**src/dctrv_pkg.sv**
```systemverilog
// ----------------------------------------------------------------------------
// dctrv_pkg
// Shared types, token codes and the value-token encoder of the coefficient
// run/value tokenizer.
// ----------------------------------------------------------------------------
package dctrv_pkg;

	// Field widths fixed by the token format.
	localparam int unsigned COEF_W    = 16;
	localparam int unsigned CODE_W    = 5;
	localparam int unsigned EXTRA_W   = 10;
	localparam int unsigned RUN_CMP_W = 7;

	// Default block length in coefficients.
	localparam int unsigned BLOCK_COEFFS_DEF = 64;

	// Largest magnitude that is coded; larger ones are clamped.
	localparam logic [8:0] MAX_MAG = 9'd511;

	// Token codes, numbered densely.
	localparam logic [CODE_W-1:0] TOK_EOB       = 5'd0;
	localparam logic [CODE_W-1:0] TOK_SHORT_ZRL = 5'd1;
	localparam logic [CODE_W-1:0] TOK_ZRL       = 5'd2;
	localparam logic [CODE_W-1:0] TOK_PLUS_ONE  = 5'd3;
	localparam logic [CODE_W-1:0] TOK_PLUS_TWO  = 5'd5;
	localparam logic [CODE_W-1:0] TOK_LOW_VAL   = 5'd7;
	localparam logic [CODE_W-1:0] TOK_CAT3      = 5'd11;
	localparam logic [CODE_W-1:0] TOK_CAT8      = 5'd16;
	localparam logic [CODE_W-1:0] TOK_RUN1      = 5'd17;
	localparam logic [CODE_W-1:0] TOK_RUN1B     = 5'd22;
	localparam logic [CODE_W-1:0] TOK_RUN1C     = 5'd23;
	localparam logic [CODE_W-1:0] TOK_RUN2      = 5'd24;
	localparam logic [CODE_W-1:0] TOK_RUN2B     = 5'd25;
	localparam logic [CODE_W-1:0] TOK_LAST      = TOK_RUN2B;

	// One result beat.
	typedef struct packed {
		logic [CODE_W-1:0]  code;
		logic [EXTRA_W-1:0] extra;
		logic               present;
		logic               sat;
		logic               last;
	} dctrv_res_t;

	// Plain value token for a nonzero magnitude.
	function automatic dctrv_res_t value_tok(input logic [COEF_W-1:0] mag, input logic neg);
		dctrv_res_t r;
		logic [8:0] magc;
		logic [2:0] cat;
		logic [8:0] low;
		logic [EXTRA_W-1:0] sgn;
		r.code    = TOK_PLUS_ONE;
		r.extra   = '0;
		r.present = 1'b0;
		r.sat     = 1'b0;
		r.last    = 1'b1;
		if (mag > COEF_W'(MAX_MAG)) begin
			magc  = MAX_MAG;
			r.sat = 1'b1;
		end else begin
			magc = mag[8:0];
		end
		if      (magc <= 9'd8)  cat = 3'd0;
		else if (magc <= 9'd12) cat = 3'd1;
		else if (magc <= 9'd20) cat = 3'd2;
		else if (magc <= 9'd36) cat = 3'd3;
		else if (magc <= 9'd68) cat = 3'd4;
		else                    cat = 3'd5;
		case (cat)
			3'd0:    begin low = 9'd7;  sgn = 10'h002; end
			3'd1:    begin low = 9'd9;  sgn = 10'h004; end
			3'd2:    begin low = 9'd13; sgn = 10'h008; end
			3'd3:    begin low = 9'd21; sgn = 10'h010; end
			3'd4:    begin low = 9'd37; sgn = 10'h020; end
			default: begin low = 9'd69; sgn = 10'h200; end
		endcase
		if (mag == 16'd1) begin
			r.code = TOK_PLUS_ONE + CODE_W'(neg);
		end else if (mag == 16'd2) begin
			r.code = TOK_PLUS_TWO + CODE_W'(neg);
		end else if (mag <= 16'd6) begin
			r.code    = TOK_LOW_VAL + CODE_W'(mag[2:0] - 3'd3);
			r.extra   = EXTRA_W'(neg);
			r.present = 1'b1;
		end else begin
			r.code    = TOK_CAT3 + CODE_W'(cat);
			r.extra   = (neg ? sgn : '0) + EXTRA_W'(magc - low);
			r.present = 1'b1;
		end
		return r;
	endfunction

endpackage

```
**src/dct_coefficient_run_value_tokenizer_core.sv**
```systemverilog
// ----------------------------------------------------------------------------
// dct_coefficient_run_value_tokenizer_core
// Turns quantized coefficients in scan order into run/value tokens.
// ----------------------------------------------------------------------------
// The block takes one coefficient beat per cycle and gives zero, one or two
// token beats for it. A zero inside a block gives no token and only extends
// the zero run; a zero that ends the block gives an end-of-block token. A
// nonzero value gives one token, or a zero-run token followed by a value
// token when the run is too long or the value too large for a combined
// token. The single result port sets the rate: an item giving two tokens
// holds the coefficient stage until both are sent. An accepted coefficient
// is held in the coefficient stage, its token in the result register,
// which drives the outputs. While the result register waits for the sink,
// the coefficient stage holds its beat and the input stalls, except for a
// zero that gives no token, which passes straight through. Magnitudes
// above 511 are clamped and flagged with saturated on the value token.
// ----------------------------------------------------------------------------
module dct_coefficient_run_value_tokenizer_core
	import dctrv_pkg::*;
#(
	parameter int unsigned BLOCK_COEFFS = BLOCK_COEFFS_DEF
) (
	input  logic                       clk,
	input  logic                       arst_n,
	input  logic                       in_valid,
	output logic                       in_ready,
	input  logic signed [COEF_W-1:0]   coefficient,
	input  logic                       block_last,
	output logic                       out_valid,
	input  logic                       out_ready,
	output logic [CODE_W-1:0]          token_code,
	output logic [EXTRA_W-1:0]         extra_bits,
	output logic                       extra_present,
	output logic                       saturated,
	output logic                       last_of_run
);

	// The zero run never exceeds one less than the block length.
	localparam int unsigned RUN_W = $clog2(BLOCK_COEFFS);
	localparam logic [RUN_W-1:0] RUN_MAX = RUN_W'(BLOCK_COEFFS - 1);

	logic in_accept;

	// Zeros counted since the last nonzero value or block end.
	logic [RUN_W-1:0] zero_run_q;

	// Coefficient stage: the accepted beat with the run that precedes it.
	logic                valid_s1;
	logic [COEF_W-1:0]   coef_s1;
	logic                last_s1;
	logic [RUN_W-1:0]    run_s1;
	logic                phase_s1;

	// Result register.
	logic       out_valid_q;
	dctrv_res_t out_q;

	// Stage logic.
	logic                neg;
	logic [COEF_W-1:0]   mag;
	logic [RUN_CMP_W-1:0] run7;
	dctrv_res_t          val_tok;
	dctrv_res_t          res0;
	dctrv_res_t          res1;
	logic                no_res;
	logic                two_res;
	logic                out_free;
	logic                emit;
	logic                s1_done;

	assign in_accept = in_valid && in_ready;

	// The stage frees up once its final token moves into the result
	// register, or at once when the beat gives no token at all.
	assign out_free = !out_valid_q || out_ready;
	assign emit     = valid_s1 && !no_res && out_free;
	assign s1_done  = valid_s1 && (no_res || (out_free && (phase_s1 == two_res)));
	assign in_ready = !valid_s1 || s1_done;

	// Run bookkeeping happens as the beat is accepted, so the next beat
	// sees the updated count without waiting on the result side.
	always_ff @(posedge clk or negedge arst_n) begin
		if (!arst_n) begin
			zero_run_q <= '0;
		end else if (in_accept) begin
			if (coefficient != '0 || block_last) begin
				zero_run_q <= '0;
			end else if (zero_run_q < RUN_MAX) begin
				zero_run_q <= zero_run_q + 1'b1;
			end
		end
	end

	always_ff @(posedge clk or negedge arst_n) begin
		if (!arst_n) begin
			valid_s1 <= 1'b0;
			phase_s1 <= 1'b0;
		end else begin
			if (in_accept) begin
				valid_s1 <= 1'b1;
			end else if (s1_done) begin
				valid_s1 <= 1'b0;
			end
			if (in_accept) begin
				phase_s1 <= 1'b0;
			end else if (emit && !phase_s1 && two_res) begin
				phase_s1 <= 1'b1;
			end
		end
	end

	always_ff @(posedge clk) begin
		if (in_accept) begin
			coef_s1 <= coefficient;
			last_s1 <= block_last;
			run_s1  <= zero_run_q;
		end
	end

	// Token selection for the beat in the coefficient stage.
	assign neg     = coef_s1[COEF_W-1];
	assign mag     = neg ? (~coef_s1 + 1'b1) : coef_s1;
	assign run7    = RUN_CMP_W'(run_s1);
	assign val_tok = value_tok(mag, neg);

	always_comb begin
		res0    = val_tok;
		res1    = val_tok;
		no_res  = 1'b0;
		two_res = 1'b0;
		if (mag == '0) begin
			res0 = '{code: TOK_EOB, extra: '0, present: 1'b0, sat: 1'b0, last: 1'b1};
			no_res = !last_s1;
		end else if (run7 == '0) begin
			res0 = val_tok;
		end else if (mag == 16'd1 && run7 <= 7'd17) begin
			res0.present = 1'b1;
			res0.sat     = 1'b0;
			if (run7 <= 7'd5) begin
				res0.code  = TOK_RUN1 + CODE_W'(run7 - 7'd1);
				res0.extra = EXTRA_W'(neg);
			end else if (run7 <= 7'd9) begin
				res0.code  = TOK_RUN1B;
				res0.extra = (neg ? 10'h004 : 10'h000) + EXTRA_W'(run7 - 7'd6);
			end else begin
				res0.code  = TOK_RUN1C;
				res0.extra = (neg ? 10'h008 : 10'h000) + EXTRA_W'(run7 - 7'd10);
			end
		end else if (mag <= 16'd3 && run7 <= 7'd3) begin
			res0.present = 1'b1;
			res0.sat     = 1'b0;
			if (run7 == 7'd1) begin
				res0.code  = TOK_RUN2;
				res0.extra = (neg ? 10'h002 : 10'h000) + EXTRA_W'(mag[1:0] - 2'd2);
			end else begin
				res0.code  = TOK_RUN2B;
				res0.extra = (neg ? 10'h004 : 10'h000)
					+ EXTRA_W'({mag[1:0] - 2'd2, 1'b0})
					+ EXTRA_W'(run7 - 7'd2);
			end
		end else begin
			// Run too long or value too large for a combined token.
			res0.code    = (run7 <= 7'd8) ? TOK_SHORT_ZRL : TOK_ZRL;
			res0.extra   = EXTRA_W'(run7 - 7'd1);
			res0.present = 1'b1;
			res0.sat     = 1'b0;
			res0.last    = 1'b0;
			res1         = val_tok;
			two_res      = 1'b1;
		end
	end

	// Result register: loads a token whenever it is empty or being drained.
	always_ff @(posedge clk or negedge arst_n) begin
		if (!arst_n) begin
			out_valid_q <= 1'b0;
		end else if (emit) begin
			out_valid_q <= 1'b1;
		end else if (out_ready) begin
			out_valid_q <= 1'b0;
		end
	end

	always_ff @(posedge clk) begin
		if (emit) begin
			out_q <= phase_s1 ? res1 : res0;
		end
	end

	assign out_valid     = out_valid_q;
	assign token_code    = out_q.code;
	assign extra_bits    = out_q.extra;
	assign extra_present = out_q.present;
	assign saturated     = out_q.sat;
	assign last_of_run   = out_q.last;

endmodule

```
**config.mk**
```make
export PLATFORM = sky130hd
export DESIGN_NAME = dct_coefficient_run_value_tokenizer_core
export DESIGN_NICKNAME = d
export VERILOG_FILES = /design/src/dctrv_pkg.sv /design/src/dct_coefficient_run_value_tokenizer_core.sv
export SDC_FILE = /design/constraint.sdc
export NUM_CORES = 1
export LEC_CHECK = 0
export ABC_AREA = 1
export BUFFER_PORTS_ARGS = -buffer_cell sky130_fd_sc_hd__clkbuf_2
export CAP_MARGIN = 25
export CORE_MARGIN = 3
export CORE_UTILIZATION = 63
export CTS_BUF_LIST = sky130_fd_sc_hd__clkbuf_4 sky130_fd_sc_hd__clkbuf_8
export DETAILED_ROUTE_END_ITERATION = 16
export PLACE_DENSITY = 0.84
export REMOVE_ABC_BUFFERS = 1
export SLEW_MARGIN = 10
export SYNTH_ARGS = -nofsm -noshare
export SYNTH_HDL_FRONTEND = slang
export SYNTH_SLANG_ARGS = --single-unit
export TNS_END_PERCENT = 100
```
**constraint.sdc**
```tcl
create_clock -name clk -period 6.9 [get_ports clk]
set_input_delay 0.345 -clock clk [delete_from_list [all_inputs] [get_ports clk]]
set_output_delay 0.345 -clock clk [all_outputs]
set_load 0.05 [all_outputs]
```
### After elaboration in Yosys (flattened, before gate mapping)

Index checks and enable logic that the tools add are counted.

| word-level totals | value |
|---|---|
| register bits | 50 |
| input bits | 21 |
| output and inout port bits | 20 |

| cells by class | value |
|---|---|
| $add $sub $neg | 22 |
| order comparisons | 14 |
| equal/unequal tests | 8 |
| mux-type cells | 43 |
| bitwise gates (word level) | 1 |
| reduce and logical (&&, ||, !) cells | 28 |

Operators by type and width:

| cell | number |
|---|---|
| $mux W18 | 3 |
| $pmux W10 S5 | 1 |
| $mux W11 | 4 |
| $pmux W7 S5 | 1 |
| $mux W17 | 2 |
| $mux W16 | 2 |
| $add A10 B10 Y10 | 2 |
| $le A9 B4 Y1 const B | 2 |
| $add A16 B1 Y16 const B | 1 |
| $add A5 B7 Y8 | 2 |
| $eq A16 B1 Y1 const B | 1 |
| $eq A16 B2 Y1 const B | 1 |
| $gt A16 B9 Y1 const B | 1 |
| $le A16 B2 Y1 const B | 1 |
| $le A16 B3 Y1 const B | 1 |
| $logic_not A16 Y1 | 1 |
| $not A16 Y16 | 1 |
| $reduce_bool A16 Y1 | 1 |
| $mux W1 | 15 |
| $mux W15 | 1 |
| $mux W3 | 5 |
| $le A6 B4 Y1 const B | 2 |
| $mux W6 | 2 |
| $mux W10 | 1 |
| other kinds (40) | 62 |

### Longest topological paths before layout

Gate-level depths: netlist (run 1).

| depth | value |
|---|---|
| depth after elaboration | 21 |
| gate-level depth with buffers | 48 |
| mapped depth without buffers | 47 |

### Worst setup path after synthesis (run 1)

OpenSTA, ideal clock, no wires.

| path | value |
|---|---|
| kind | reg-to-reg |
| start point | register coef_s1[0] |
| end point | register out_q, in the netlist extra_bits[9], data pin |
| arrival time | 5618 ps |
| setup slack | 1029 ps |
| stages on the path, launching flop included | 46 |
| path buffers | 2 |
| period minus slack after synthesis | 5871 ps |
| cells stage by stage | edfxtp_1 -> inv_2 -> ha_1 -> nand4_1 -> nand2_2 -> buf_6 -> nand4_1 -> nand2_1 -> nand3_1 -> nor2_4 -> buf_6 -> nand2_1 -> inv_1 -> ha_1 -> inv_1 -> nor2_1 -> o2111ai_1 -> nand2_1 -> [... 10 more ...] -> inv_1 -> ha_1 -> inv_1 -> fa_1 -> o31ai_1 -> inv_1 -> nor2_1 -> nor2_1 -> nor2_1 -> o21ai_0 -> nand2_1 -> a21oi_1 -> xor2_1 -> inv_1 -> nand2_1 -> nand2_1 -> nand2_1 -> nand2_1 |

| on the way | value |
|---|---|
| longest elaborated chain between the ends | 21 |

Ends and longest elaborated chain:

| item | line | RTL |
|---|---|---|
| from (decl) | dct_coefficient_run_value_tokenizer_core.sv:49 | `logic [COEF_W-1:0] coef_s1;` |
| from (signal assigned) | dct_coefficient_run_value_tokenizer_core.sv:114 | `coef_s1 <= coefficient;` |
| $not A16 Y16 | dct_coefficient_run_value_tokenizer_core.sv:122 | `assign mag = neg ? (~coef_s1 + 1'b1) : coef_s1;` |
| $add A16 B1 Y16 | dct_coefficient_run_value_tokenizer_core.sv:122 |  |
| $mux W16 (*) | dct_coefficient_run_value_tokenizer_core.sv:122 |  |
| $gt A16 B9 Y1 | dctrv_pkg.sv:57 | `if (mag > COEF_W'(MAX_MAG)) begin` |
| $mux W9 | dctrv_pkg.sv:57 |  |
| $le A9 B7 Y1 | dctrv_pkg.sv:67 | `else if (magc <= 9'd68) cat = 3'd4;` |
| $mux W1 | dctrv_pkg.sv:67 |  |
| $mux W3 | dctrv_pkg.sv:66 | `else if (magc <= 9'd36) cat = 3'd3;` |
| [... 5 more ...] | - |  |
| $sub A9 B9 Y10 or $mux W10 (tied branches) | dctrv_pkg.sv:87 | `r.extra = (neg ? sgn : '0) + EXTRA_W'(magc - low);` |
| $add A10 B10 Y10 | dctrv_pkg.sv:87 |  |
| $mux W16 | dctrv_pkg.sv:81 | `end else if (mag <= 16'd6) begin` |
| $mux W11 | dctrv_pkg.sv:79 | `end else if (mag == 16'd2) begin` |
| $mux W11 | dctrv_pkg.sv:77 | `if (mag == 16'd1) begin` |
| $mux W18 | dct_coefficient_run_value_tokenizer_core.sv:134 | `end else if (run7 == '0) begin` |
| $mux W18 | dct_coefficient_run_value_tokenizer_core.sv:131 | `if (mag == '0) begin` |
| $mux W18 (*) | dct_coefficient_run_value_tokenizer_core.sv:186 | `out_q <= phase_s1 ? res1 : res0;` |
| to (signal assigned) | dct_coefficient_run_value_tokenizer_core.sv:186 |  |
| to (decl) | dct_coefficient_run_value_tokenizer_core.sv:56 | `dctrv_res_t out_q;` |

Every way passes the cells marked *; elsewhere a longest branch is shown, timed or not.
A chain may end at the register's enable or synchronous reset.

### Final worst setup path (run 1)

Ends and elaborated chain as after synthesis.

==> flow_summary.ini, run 1 <==
[setup_path]
startpoint_type = flip-flop
required_ns = 6.98
r2r-start = coef_s1[0]
crit_path_max_fanout = 11
ff2ff_setup_slack_ns = 0.61
rr_endpoint = extra_bits[9]
arrival_ns = 6.37
crit_top_cell = nand2_1
end_kind = flip-flop
reg2reg_depth = 43
crit_type = flip-flop to flip-flop
slowest_stage = edfxtp_1
critPathMaxStageDelay_ns = 0.46

[clocking]
clkLatencyLatePin_ns = 0.31
cts_sinks = 50
cts_max_level = 2
cts_root_buf = clkbuf_8
path_clk_slew_ns = 0.10
cts_tree = built
clockBufferDepth = 2
cts-buffers-inserted = 5

[finish]
n_antenna_cell = 0
final_util_pct = 70.4
seqCellArea_um2 = 1460
fillCellCount = 651
areaGrowthSynthToFinish_pct = 8.22
multi_input_area_um2 = 3090
finalInstanceArea_um2 = 5470
final_net_count = 816
drive_gt1_share_pct = 15.2

[job]
maxCapViolations = 0

[placed_design]
place.gp.congestion = 1.00
io_buffers = 40
hpwlAfterDp_mm = 9.96
placed_area_um2 = 5340

[logic_synthesis]
synth_top_area_cell = edfxtp_1
syn_inst = 711
avgSynthCellArea_um2 = 7.11
ys_types = 57
yosysWarnings = 0
ys_seq_area_share_pct = 28.8
synth_edf_count = 41
synthArstFlopShare_pct = 18.0
synth-main-ff-cell = edfxtp_1
synth_top_area_share_pct = 24.4
synth-seq-cells = 50
synth_area_leaders = edfxtp_1, nand2_1, ha_1
mappedNetlistArea_um2 = 5050

[min_path]
holdPathStages = 1
min_path_type = primary input to flip-flop
min_to = last_s1
hold_start = block_last

[routing]
vias = 4923
drc_errors = 0
drtIter0Drc = 482
routed_via_density = 5.73
wl_per_cell_um = 14.1
ant_nets = 0
routed_wl_mm = 12.2
drt_pass1_iterations = 6

[die]
initial_core_util_pct = 65.0
io-pin-count = 41
rows = 32
die_w_um = 95.6
die-area_um2 = 9130
coreArea_um2 = 7770
fp.dieH_um = 95.6

[grt]
antenna_found_initial = 0
grt_max_degree = 26
grt_overflow = 0
grt_pass1_vias = 4500
grt_util_all_layers_pct = 27.5
grt_pass1_wl_mm = 20.1

[timing]
rsz0062_at_grt = no
min_period_ns = 6.29
finalSetupViolations = 0
finalHoldViolations = 0
worst_pin_slew_ns = 0.654
timing.fmax_ghz = 0.159
min_period_over_period_pct = 91.2
hold_slack_ns = 0.222
max_slew_margin_pct = 56.3
slew_violations = 0
tns_ns = 0
skew_ns = 0.0106

[power]
p_per_area_nw_per_um2 = 216
leakage_nw = 2.64
ir_drop_uv = 196

[outcome]
status = finished clean
layout by cell type (no fill, tap or decap), types with 2 or more instances in the layout:
cell type | Yosys | layout
nand3_1 | 42 | 42
nand4_1 | 13 | 13
nor2_2 | 6 | 7
buf_4 | 1 | 5
nand4_2 | 2 | 2
xnor2_1 | 5 | 5
a311oi_1 | 2 | 2
a21oi_1 | 28 | 28
o32ai_1 | 2 | 2
or2_2 | 3 | 3
o21ai_0 | 32 | 32
inv_1 | 101 | 101
nand2_1 | 151 | 151
edfxtp_1 | 41 | 41
nor4_1 | 3 | 3
a31oi_1 | 3 | 3
clkbuf_8 | 0 | 5
xor2_1 | 19 | 19
clkinv_4 | 0 | 2
o211ai_1 | 5 | 5
clkbuf_2 | 0 | 40
nor2_4 | 7 | 7
o22ai_1 | 3 | 3
nor2_1 | 98 | 97
dfrtp_1 | 9 | 9
nand3b_1 | 4 | 4
o31ai_1 | 6 | 6
fa_1 | 4 | 4
nand3_2 | 4 | 4
o21ai_1 | 11 | 11
a211oi_1 | 2 | 2
ha_1 | 35 | 35
nor3_1 | 12 | 12
nand2_2 | 10 | 10
inv_2 | 17 | 17
nand2_4 | 2 | 2
per-stage QoR:
| stage | setup WS [ns] | total power, mW | instances |
|---|---|---|---|
| 3_5_place_dp | 0.496 | 0.988 | 848 |
| 4_1_cts | 0.483 | 1.17 | 857 |
| 6_report | 0.605 | 1.18 | 859 |
| 3_3_place_gp | 0.822 | 0.972 | 848 |
| 2_1_floorplan | 1.02 | 0.852 | 703 |
| 5_1_grt | 0.000369 | 1.25 | 859 |
power by group:
part | total [mW] | switching [mW] | internal [mW]
sequential | 0.429 | 0.0339 | 0.396
clock | 0.186 | 0.110 | 0.0754
combinational | 0.567 | 0.414 | 0.153
repair_timing:
action | CTS | global route
buffers inserted | 0 | 2
hold buffers | 1 | 0
gates resized for setup | 0 | 1
hold endpoints to repair | 9 | 0
setup endpoints to repair | 0 | 2
worst max-delay path, delay by kind of cell, from the launching register on:
kind	cells	cell delay, ns
AND/OR/NAND/NOR	22	2.29
AO/OA/AOI/OAI	5	0.85
buffers and inverters	9	0.72
adder cells (fa/ha/maj)	5	1.40
flip-flops	1	0.46
XOR/XNOR	2	0.32
metal layers:
layer	up-vias	global-route usage [%]	part of all wire, %
met5	-	0	0
met4	0	9.83	2.8
met3	39	3.00	7.3
met2	250	47.4	49
met1	2198	35.6	41
li1	2436	-	-
cell type report:
class	count	share of cell area (%)
multi-input cells	534	56.5
flip-flops and latches	50	26.6
inverters	119	8.22
repair buffers	46	4.53
well taps	102	2.33
clock buffers	5	1.26
clock inverters	3	0.526
Yosys cell counts, drive strengths merged, types with 9 or more instances:
cell	number
nand3	47
dfrtp	9
nand4	15
nor3	13
inv	119
o21ai	45
xor2	20
nand2	163
edfxtp	41
ha	35
nor2	112
a21oi	29
flip-flops by register name, summed over array words and instances (netlist names):
register and cells:
extra_bits 10, saturated 1, zero_run_q 6, run_s1 6, phase_s1 1, token_code 5
last_s1 1, coef_s1 16, last_of_run 1, extra_present 1, valid_s1 1, out_valid 1
worst max path at each step:
| stage | start | to | slack [ns] | cells after the start |
|---|---|---|---|---|
| 2_1_floorplan | coef_s1[0] | extra_bits[9] | 1.02 | 42 |
| 3_3_place_gp | coef_s1[0] | extra_bits[9] | 0.82 | 43 |
| 3_5_place_dp | coef_s1[0] | extra_bits[9] | 0.50 | 43 |
| 4_1_cts | coef_s1[0] | extra_bits[9] | 0.48 | 43 |
| 5_1_grt | coef_s1[0] | extra_bits[9] | 0.0004 | 42 |
| 6_report | coef_s1[0] | extra_bits[9] | 0.61 | 43 |
kinds of logic after synthesis:
group                    count (synthesis)  synth area share [%]
AO/OA/AOI/OAI                          106                  12.7
XOR/XNOR                                25                  4.48
adder cells (fa/ha/maj)                 39                  10.3
buffers and inverters                  127                  10.1
flip-flops                              50                  28.8
AND/OR/NAND/NOR                        364                  33.6
Power figures use the tool's default switching activity.
==> inputs of run 2 (changes only) <==
- CORE_MARGIN: 3 -> 10
- CORE_UTILIZATION: 63 -> 57
- PLACE_DENSITY: 0.84 -> 0.8
- clock period: 6.9 -> 5.35 ns (I/O delays scaled with it)
==> flow_summary.ini, run 2 (synthesis gave the netlist of run 1 again) <==
[finish]
largest-register = coef_s1
areaGrowthSynthToFinish_pct = 34.2
n_antenna_cell = 0
final_cell_mix = nand2_1, buf_4, inv_1
drive_gt1_share_pct = 33.5
finalInstanceArea_um2 = 6780
final_net_count = 945
layout_commonest_cell = nand2_1
largest_reg_flops = 16

[clocking]
clockBufferDepth = 2
cts_sinks = 50
path_clk_slew_ns = 0.11
cts-buffers-inserted = 5
cts_tree = built
cts_root_buf = clkbuf_8
cts_max_level = 2
clkLatencyLatePin_ns = 0.33

[power]
leakage_nw = 3.30
p_per_area_nw_per_um2 = 247
ir_drop_uv = 217
power.total_mw = 1.68

[setup_path]
arrival_ns = 5.91
slowest_stage = edfxtp_1
crit_path_max_fanout = 6
crit_top_cell = nor2_1
crit_type = flip-flop to flip-flop
critPathMaxStageDelay_ns = 0.43
startpoint_type = flip-flop
ff2ff_setup_slack_ns = -0.46
end_kind = flip-flop
required_ns = 5.45

[timing]
finalHoldViolations = 0
finalSetupViolations = 4
min_period_ns = 5.81
min_period_over_period_pct = 109
hold_slack_ns = 0.139
slew_violations = 0
max_slew_margin_pct = 51.7
setup_ws_ns = -0.461
rsz0062_at_grt = yes
tns_ns = -1.48
worst_pin_slew_ns = 0.717
skew_ns = 0.0166
timing.fmax_ghz = 0.172

[routing]
wl_per_cell_um = 17.0
drt_pass1_iterations = 8
drtIter0Drc = 575
vias = 5938
drc_errors = 0
routed_via_density = 5.97
routed_wl_mm = 16.9
ant_nets = 0

[die]
rows = 34
io-pin-count = 41
coreArea_um2 = 8680
fp.dieH_um = 114
die-area_um2 = 13000
die_w_um = 114
initial_core_util_pct = 58.2

[placed_design]
hpwlAfterDp_mm = 10.9
io_buffers = 40
placed_area_um2 = 5850
place.gp.congestion = 0.949

[grt]
grt_util_all_layers_pct = 24.2
grt_max_degree = 26
grt_pass1_vias = 5783
grt_overflow = 0
antenna_found_initial = 0
grt_pass1_wl_mm = 26.4

[job]
maxCapViolations = 0

[outcome]
violations = negative setup slack
status = finished with violations

[min_path]
min_path_type = primary input to flip-flop
-- run 2: area by class of cell --
| type | count | area [um2] |
|---|---|---|
| inverters | 119 | 454 |
| fillers | 564 | 1900 |
| clock inverters | 3 | 28.8 |
| flip-flops and latches | 50 | 1460 |
| well taps | 108 | 135 |
| repair buffers | 174 | 1250 |
| clock buffers | 5 | 68.8 |
| multi-input cells | 535 | 3390 |
-- run 2: power breakdown --
group	total (mW)	leakage (nW)	switching (mW)	internal (mW)
clock network	0.252	0.0502	0.155	0.0975
registers	0.550	0.504	0.0396	0.510
logic	0.873	2.74	0.601	0.272
-- run 2: stage by stage --
stage	utilization, %	cells	worst slack [ns]
2_1_floorplan	-	703	-0.530
3_3_place_gp	67.4	921	-0.126
3_5_place_dp	67.4	921	-0.486
4_1_cts	76.7	990	-0.110
5_1_grt	78.1	994	-0.861
6_report	78.1	994	-0.461
-- run 2: critical path, delay by kind of cell, from the launching register on --
family	cells	cell delay, ns
XOR/XNOR	2	0.42
adder cells (fa/ha/maj)	5	1.00
AO/OA/AOI/OAI	5	0.75
AND/OR/NAND/NOR	22	2.39
flip-flops	1	0.43
buffers and inverters	7	0.58
-- run 2: worst paths after layout --
check | from | to | cells after the start
setup reg to reg | coef_s1[1] | extra_bits[8] | 41
hold / removal | coefficient[0] | coef_s1[0] | 1
min in group asynchronous | arst_n | phase_s1 | 2
hold reg to reg | zero_run_q[1] | run_s1[1] | 0
setup / recovery | coef_s1[1] | extra_bits[8] | 41
max in group asynchronous | arst_n | zero_run_q[2] | 2
-- run 2: layer usage --
metal	GRT usage, %	up-vias	part of all wire (%)
met1	28.2	2710	36
li1	-	2691	-
met2	40.0	407	47
met5	0	-	0
met3	4.56	130	10
met4	15.5	0	6.9
-- run 2: timing repair --
action	4_1_cts	5_1_grt
pin swaps	64	47
hold buffers	1	0
buffers inserted	61	13
hold endpoints to repair	9	0
gates resized for setup	60	22
gates cloned	1	1
endpoints found under the setup margin	3	6
